`src/sv/cpcr_delay.sv`:
```
`timescale 1ns / 1ps
// Fixed-length shift line that keeps side data aligned with the arithmetic stages.
module cpcr_delay #(
   parameter int W     = 8,
   parameter int DEPTH = 2
) (
   input  logic         clock,
   input  logic [W-1:0] din,
   output logic [W-1:0] dout
);

   logic [W-1:0] sh_ff [DEPTH];

   always_ff @(posedge clock) begin
      sh_ff[0] <= din;
      for (int i = 1; i < DEPTH; i++) begin
         sh_ff[i] <= sh_ff[i-1];
      end
   end

   assign dout = sh_ff[DEPTH-1];

endmodule

```
`config.mk`:
```
export PLATFORM = sky130hd
export DESIGN_NAME = cpcr_delay
export DESIGN_NICKNAME = d
export VERILOG_FILES = /design/src/sv/cpcr_delay.sv
export SDC_FILE = /design/constraint.sdc
export NUM_CORES = 1
export LEC_CHECK = 0
export BUFFER_PORTS_ARGS = -buffer_cell sky130_fd_sc_hd__buf_2
export CAP_MARGIN = 0
export CORE_AREA = 2 2 39 41
export CTS_BUF_LIST = sky130_fd_sc_hd__clkbuf_2 sky130_fd_sc_hd__clkbuf_4 sky130_fd_sc_hd__clkbuf_8
export CTS_CLUSTER_SIZE = 12
export DETAILED_ROUTE_END_ITERATION = 6
export DIE_AREA = 0 0 41 43
export PLACE_DENSITY_LB_ADDON = 0.15
export RECOVER_POWER = 50
export SYNTH_ARGS = -nofsm -noshare
export SYNTH_HDL_FRONTEND = slang
export SYNTH_SLANG_ARGS = --single-unit
```
`constraint.sdc`:
```
create_clock -name clock -period 0.8 [get_ports clock]
set_input_delay 0.04 -clock clock [delete_from_list [all_inputs] [get_ports clock]]
set_output_delay 0.04 -clock clock [all_outputs]
set_load 0.02 [all_outputs]
```
==> metrics <==
die area=0.00176 mm^2; TNS Setup=0 ns; Slew HR=94.8%; Worst Setup EP=dout[2]; stages on the worst setup path=1; largest register by flop count=sh_ff; Avg WL per Cell=7.08 um; YS warnings=0; Final Core Density=41.7%; Chip Height=43 um; CTS Buf Count=3; initial antenna violation count=0; VDD IR-drop max=0.00105 V; reg-to-reg setup timing slack=0.40 ns; DR vias/cell=3.37; PortBufs=16; vias in the first global route=215; Syn Std Cell Area=380 um^2; number of flip-flops under the largest register name=16; DRT Pass-1 Iters=2; crit path launch=sh_ff[0][10]; reg2reg end=sh_ff[0][14]; most frequent cells after synthesis=dfxtp_1, buf_4; Syn Nets=33; top flop regs=sh_ff x16; GR Overflow Total=0; Initial DRC Count=1; PwrDens=2340 mW/mm^2; pin slew with the least headroom to its limit=0.0775 ns; num rows=14; Worst Setup Start Kind=register; CTS tree=done; critical-path maximum fanout=1; Crit path required time=0.76 ns; r2r startpoint=sh_ff[0][6]; Core Box Area=0.00138 mm^2; Synth async-reset ratio=0%; # IOs=17; Post-CTS Setup Repair Bufs=0; Max stage delay on crit path=0.30 ns; total of max-cap violations=0; Sink Count=16; Pleak=0.261 nW; Final Setup Violations=0; DRC viols=0; post-synthesis sequential area ratio=84.2%; Post-synth EDFFs=0; overall power=1.35 mW; endpoint type of the worst setup path=output pin; final worst slack=0.0457 ns; layout cell share with drive strength beyond 1=58.1%; Cells after Synth=24; post-route ant nets=0; area of the multi-input gates=0 um^2; Max Buffers Root-to-Sink=2; reg2reg path depth=0; #FFs+latches synth=16; CP cell instances=buf_4; H-tree lvl count=1; Netlist cell types=2; dominant cell by count in the synthesized netlist=dfxtp_1; DIE WIDTH=41 um; Root Buffer=clkbuf_4; Largest delay share family, worst path=flip-flops; starting density of the core=27.5%; Clk pin slew, worst setup/hold paths=0.08 ns; RSZ-0062 raised after global routing=false; first-pass GRT wire length=745 um; max-slew violation count=0; GP Congestion=0.484; hold_ws=0.328 ns; Routed Wire Length=418 um; Worst Skew=0.000249 ns; Max Freq=1330 MHz; WS Path Type=reg -> out; status=complete, no violations; via count=199; Tot GR Track Use=7.19%; Yosys top cell by area=dfxtp_1; largest net degree at the start of global routing=9; Mean Syn Cell Area=15.8 um^2; top post-synthesis cells by area=dfxtp_1, buf_4; Synth top area share=84.2%; clock latency on the worst-skew pair=0.27 ns; slowest stage cell, crit path=dfxtp_1; final hold vios=0; Worst Path Arrival=0.71 ns; DP Worst Slack=0.310 ns; Min-Delay Path Class=reg -> reg; Final min period=0.754 ns; Syn-to-layout area delta=51.6%; nets=54; crit path buf inv count=1; antenna diode instance count=0; Multi-In Gates=0; Synth Flop Type=dfxtp_1; period utilization=94.3%
-- cells in the final DEF, fill, tap and decap left out --
| cell type | netlist | routed |
|---|---|---|
| buf_4 | 8 | 1 |
| buf_6 | 0 | 7 |
| dfxtp_1 | 16 | 10 |
| buf_2 | 0 | 8 |
| dfxtp_2 | 0 | 6 |
| clkbuf_4 | 0 | 3 |
| dlygate4sd3_1 | 0 | 8 |
-- final cells by class --
class / instances / area [um^2]
fill: 135 / 807
sequential: 16 / 328
timing repair buffer: 24 / 206
clock buffer: 3 / 22.5
tap: 16 / 20.0
-- report_power, final --
part           total [mW]  switching, mW  leakage (nW)  internal [mW]
Clock               0.378          0.204        0.0138          0.174
Sequential          0.854         0.0121         0.135          0.842
Combinational       0.117         0.0416         0.112         0.0755
Total                1.35          0.257         0.261           1.09
-- what timing repair did --
action,in CTS,in global routing
setup endpoints to repair,1,8
hold buffers,8,0
endpoints found under the hold margin,8,0
pin swaps,0,0
resized for setup,1,20
-- cells by family after synthesis --
group	Yosys count	synth area share (%)
buf+inv	8	15.8
flops	16	84.2
-- routing by layer --
metal | global-route usage, % | share of wire [%]
met1 | 3.64 | 30
met3 | 9.42 | 13
met2 | 12.2 | 56
met4 | 2.00 | 0
met5 | 0 | 0
-- through the flow --
stage / instances / instance area (um^2)
finish: 59 / 577
global route: 59 / 577
CTS: 59 / 526
detailed placement: 48 / 420
global placement: 48 / 420
floorplan: 24 / 380
-- worst min-delay path by stage --
stage          depth (start not counted)         from  slack [ns]     endpoint
2_1_floorplan                          0       din[0]        0.07  sh_ff[0][0]
3_3_place_gp                           1       din[5]        0.14  sh_ff[0][5]
3_5_place_dp                           1       din[6]        0.14  sh_ff[0][6]
4_1_cts                                0  sh_ff[0][1]        0.33  sh_ff[0][9]
5_1_grt                                0  sh_ff[0][1]        0.33  sh_ff[0][9]
6_report                               0  sh_ff[0][1]        0.33  sh_ff[0][9]
No activity file was read; power rests on OpenSTA's default activity.
