`src/sv/cpcr_sqrt.sv`:
```
`timescale 1ns / 1ps
// Pipelined integer square root, one root bit per stage, result rounded down.
module cpcr_sqrt #(
   parameter int WR = 62
) (
   input  logic            clock,
   input  logic [WR-1:0]   x,
   output logic [WR/2-1:0] root
);

   localparam int WO = WR / 2;

   logic [WR-1:0] x_in    [WO];
   logic [WR-1:0] x_ff    [WO];
   logic [WO:0]   rem_in  [WO];
   logic [WO:0]   rem_ff  [WO];
   logic [WO-1:0] root_in [WO];
   logic [WO-1:0] root_ff [WO];

   for (genvar k = 0; k < WO; k++) begin : g_step
      logic [WR-1:0] x_src;
      logic [WO:0]   rem_src;
      logic [WO-1:0] root_src;
      logic [WO+2:0] rem_t;
      logic [WO+2:0] trial;
      logic          ge;
      if (k == 0) begin : g_first
         assign x_src    = x;
         assign rem_src  = '0;
         assign root_src = '0;
      end else begin : g_next
         assign x_src    = x_ff[k-1];
         assign rem_src  = rem_ff[k-1];
         assign root_src = root_ff[k-1];
      end
      assign rem_t      = {rem_src, x_src[WR-1 -: 2]};
      assign trial      = (WO+3)'({root_src, 2'b01});
      assign ge         = rem_t >= trial;
      assign rem_in[k]  = ge ? (WO+1)'(rem_t - trial) : (WO+1)'(rem_t);
      assign root_in[k] = {root_src[WO-2:0], ge};
      assign x_in[k]    = x_src << 2;
      always_ff @(posedge clock) begin
         x_ff[k]    <= x_in[k];
         rem_ff[k]  <= rem_in[k];
         root_ff[k] <= root_in[k];
      end
   end

   assign root = root_ff[WO-1];

endmodule
```
`config.mk`:
```
export PLATFORM = sky130hd
export DESIGN_NAME = cpcr_sqrt
export DESIGN_NICKNAME = d
export VERILOG_FILES = /design/src/sv/cpcr_sqrt.sv
export SDC_FILE = /design/constraint.sdc
export NUM_CORES = 2
export LEC_CHECK = 0
export BUFFER_PORTS_ARGS = -buffer_cell sky130_fd_sc_hd__buf_4
export CORE_ASPECT_RATIO = 1.75
export CORE_MARGIN = 4
export CORE_UTILIZATION = 35
export CTS_BUF_LIST = sky130_fd_sc_hd__clkbuf_16
export CTS_CLUSTER_DIAMETER = 80
export CTS_CLUSTER_SIZE = 20
export DETAILED_ROUTE_END_ITERATION = 10
export GPL_TIMING_DRIVEN = 0
export PLACE_DENSITY = 0.52
export RECOVER_POWER = 25
export REMOVE_ABC_BUFFERS = 1
export SLEW_MARGIN = 30
export SYNTH_ARGS = -nofsm -noshare
export SYNTH_HDL_FRONTEND = slang
export SYNTH_SLANG_ARGS = --single-unit
```
`constraint.sdc`:
```
create_clock -name clock -period 4.8 [get_ports clock]
set_input_delay 0.48 -clock clock [delete_from_list [all_inputs] [get_ports clock]]
set_output_delay 0.48 -clock clock [all_outputs]
set_load 0.05 [all_outputs]
```
==> results by group <==
CTS
  – CTS H-tree depth: 4
  – Worst-Skew Late Latency: roughly 0.8 ns
  – Sink Count: between 2,000 and 2,500
  – CTS max path bufs: 4
  – CTS clock-pin slew for the worst setup and hold paths: 0.08 ns
  – CTS Buf Count: approximately 150
  – CTS tree: built
  – Root Buffer Master: clkbuf_16

Logic synthesis
  – FFs w/ async S/R, synth: 0
  – XOR/XNOR Fraction of Synth Area: 0.0754
  – Post-synthesis sequential area ratio: 0.543
  – Largest family of logic cells by synthesized area: simple AND/OR/NAND/NOR gates
  – Cells after synthesis: about 8,600
  – Syn Area/Cell: 10.1 sq um
  – Synthesis Warnings: 0
  – Yosys cell types: 93
  – Top FF cell, synth: dfxtp_1
  – Adder-Cell Fraction of Synth Area: 0.0766
  – EDFF count, synth: 0
  – Simple-gate share of the synthesized area: 0.131
  – Flops & latches, synth: approximately 2,300
  – Mapped Area: 86,300 sq um
  – Synth Area in Compound Gates: 0.127
  – Multiplexer share of the synthesized area: 0.00928

Critical path
  – Crit end category: flop
  – Worst Path Buf+Inv: 2
  – Reg2reg start: root_ff[1][248]
  – Worst setup SP type: flop
  – Slowest-stage cell, CP: dfxtp_1
  – Crit Path Class: reg -> reg
  – CP Cell Sequence: inv_1 > ha_1 > nor2b_1 > o21ai_0 > a21boi_0 > o31ai_2 > a211oi_1 > o31ai_1 > a21o_2 > inv_2 > mux2_2
  – FF-to-FF End: rem_ff[6][58]
  – WP data arrival: between 5 and 6 ns
  – R2r setup slk: a little over 0.2 ns
  – Max stage delay on crit path: between 0.6 and 0.7 ns
  – CP max FO: 23
  – FF-to-FF path depth: 11
  – Critical path's top delay family: compound AO/OA/AOI/OAI gates
  – CP required: about 5.5 ns

Detailed routing
  – Via Count: just under 60,000
  – Drt pass-1 iters: 5
  – Antenna-violating nets left: 0
  – Avg WL per Cell: approximately 18 um
  – Final WL: roughly 210,000 um
  – Drt first-iter violations: between 2,000 and 2,500
  – Drt drc: 0
  – Via density: ~4.9

Power
  – Clk network pwr share: 0.257
  – Sw frac: 0.301
  – Comb pwr share: 0.201
  – Sequential power share: 0.541
  – Reported net switching power: ~14 mW
  – Power Total: roughly 46 mW
  – Pint: 32.3 mW
  – LEAKAGE: about 44 nW
  – Worst VDD drop: roughly 0.35 mV
  – Pwr dens: around 480 nW/um^2

Floorplanning
  – Cell Rows: 240
  – Initial Utilization: 0.353
  – IO Pins: 94
  – Placeable Area: about 240,000 sq um
  – Die area: between 200,000 and 300,000 sq um
  – Die Ht: about 660 um
  – Die Span X: roughly 380 um

STA
  – Worst Tran Pin Value: slightly above 1 ns
  – RSZ-0062 raised after global routing: false
  – Final Worst Setup Slack: 0.207 ns
  – Tmin final: 4.59 ns
  – Slew Viols, Final: 0
  – Final setup fails: 0
  – Hold Violations, Final: 0
  – Relative slew margins: 0.306
  – Period Utilization, post-route: 0.957
  – WHS: around 0.29 ns
  – Fin Setup TNS: 0 ns
  – Clock Skews: 0.0625 ns
  – Peak Freq: ~220 MHz

Min path
  – Hold Startpoint: x_ff[6][57]
  – Tightest Hold Check Type: reg -> reg
  – Hold Path End: x_ff[6][119]
  – Hold depth: 0

Run status
  – Status: completed

Place
  – Worst slack, placed: -0.598 ns
  – Hpwl dp: roughly 170,000 um
  – Cell area after placement: slightly above 90,000 sq um
  – GPL Wtd Cong: 0.934
  – Placed instance count: around 12,000
  – I/O Buffers: slightly above 90

Global route
  – Vias in the first global route: about 60,000
  – Initial antenna violation count: 12
  – GRT Total Usage: 0.161
  – Global-route wire length before repair: approximately 320,000 um
  – Pin count of the biggest net entering global routing: 41
  – Congestion Overflow GR: 0

Cells and area
  – Finished Cell Area: between 90,000 and 100,000 sq um
  – P&R area growth vs syn: 10.5%
  – Most common cell after layout, fill and taps aside: dfxtp_1
  – Commonest cells after routing, fill and taps aside: dfxtp_1 (2,340), inv_1 (668), nor2_1 (580)
  – NumNets Final: 9,315
  – Final Util: 0.390
  – Layout cell share with drive strength beyond 1: 0.0503
  – Final non-filler cell total: between 10,000 and 15,000

Job
  – Max_cap viols: 0
## power by group through the flow
stage / combinational, mW / sequential (mW) / clock (mW)
4_1_cts: 9.35 / 25.1 / 12.6
6_report: 9.31 / 25.0 / 11.9
5_1_grt: 10.4 / 25.4 / 13.2
3_3_place_gp: 9.09 / 25.5 / 0
3_5_place_dp: 9.24 / 25.5 / 0
2_1_floorplan: 6.91 / 24.6 / 0
## sequential cells by signal (all words and copies together) (netlist names)
name     flops
root_ff    496
rem_ff     914
x_ff       930
## repair_timing
item / CTS / global route
buffers inserted: 1 / 0
endpoints found under the setup margin: 58 / 1
gates resized for setup: 7 / 1
hold buffers: 63 / 0
endpoints found under the hold margin: 63 / 0
## cells by family (layout without fill, tap and decap cells)
family	count (synthesis)	count (layout)
flops	2340	2340
simple gates	2290	2290
compound gates	1748	1748
buf+inv	851	1025
xor+xnor	743	743
fa+ha+maj	528	528
mux	73	73
other cells	1	5
## area by class of cell
class | instances | area, sq um
Antenna cell | 4 | 10.0
Clock buffer | 147 | 3680
Multi-Input combinational cell | 5383 | 36400
Tap cell | 3267 | 4090
Clock inverter | 24 | 240
Fill cell | 24100 | 149000
Inverter | 671 | 2520
Sequential cell | 2340 | 46800
Timing Repair Buffer | 183 | 1620
## metal layers
layer / global-route usage / vias to the layer above / wire, um
met2: 0.348 / 1001 / 125000
met3: 0.0183 / 587 / 5120
met5: 0 / - / 0
li1: - / 29500 / -
met1: 0.126 / 27500 / 63900
met4: 0.115 / 0 / 17700
## worst max-delay path by stage
stage / startpoint / endpoint / slack, ns / cells after the start
final: root_ff[1][248] / rem_ff[6][58] / 0.21 / 11
after global routing: root_ff[1][381] / rem_ff[7][42] / 0.04 / 14
after CTS: root_ff[1][80] / rem_ff[4][100] / 0.14 / 15
after detailed placement: root_ff[1][381] / rem_ff[7][63] / -0.60 / 15
after global placement: x_ff[5][178] / rem_ff[5][124] / -3.15 / 11
after floorplan: root_ff[1][186] / rem_ff[5][124] / -0.24 / 11
## cell usage after synthesis, types with 38 or more instances
cell	n	share of area
and2_1	46	0.0033
o21ai_0	407	0.024
xor2_1	350	0.036
nand3_1	158	0.0092
nor4_1	109	0.0079
nand2b_1	93	0.0067
a31oi_1	47	0.0034
clkbuf_1	145	0.0063
or3_1	79	0.0057
nand2_1	573	0.025
and3_1	51	0.0037
a21oi_1	539	0.031
o31ai_1	71	0.0062
nor2_1	582	0.025
nor3_1	203	0.012
a211oi_1	42	0.0037
nor2b_1	71	0.0051
xnor2_1	393	0.040
ha_1	528	0.077
dfxtp_1	2340	0.54
o21a_1	113	0.0098
o211ai_1	38	0.0033
mux2_2	56	0.0073
o21bai_1	42	0.0037
or4_1	56	0.0049
or2_2	46	0.0033
inv_1	666	0.029
a21o_1	254	0.022
nand4_1	103	0.0075
Note: power is estimated with default switching activity, not from simulation.
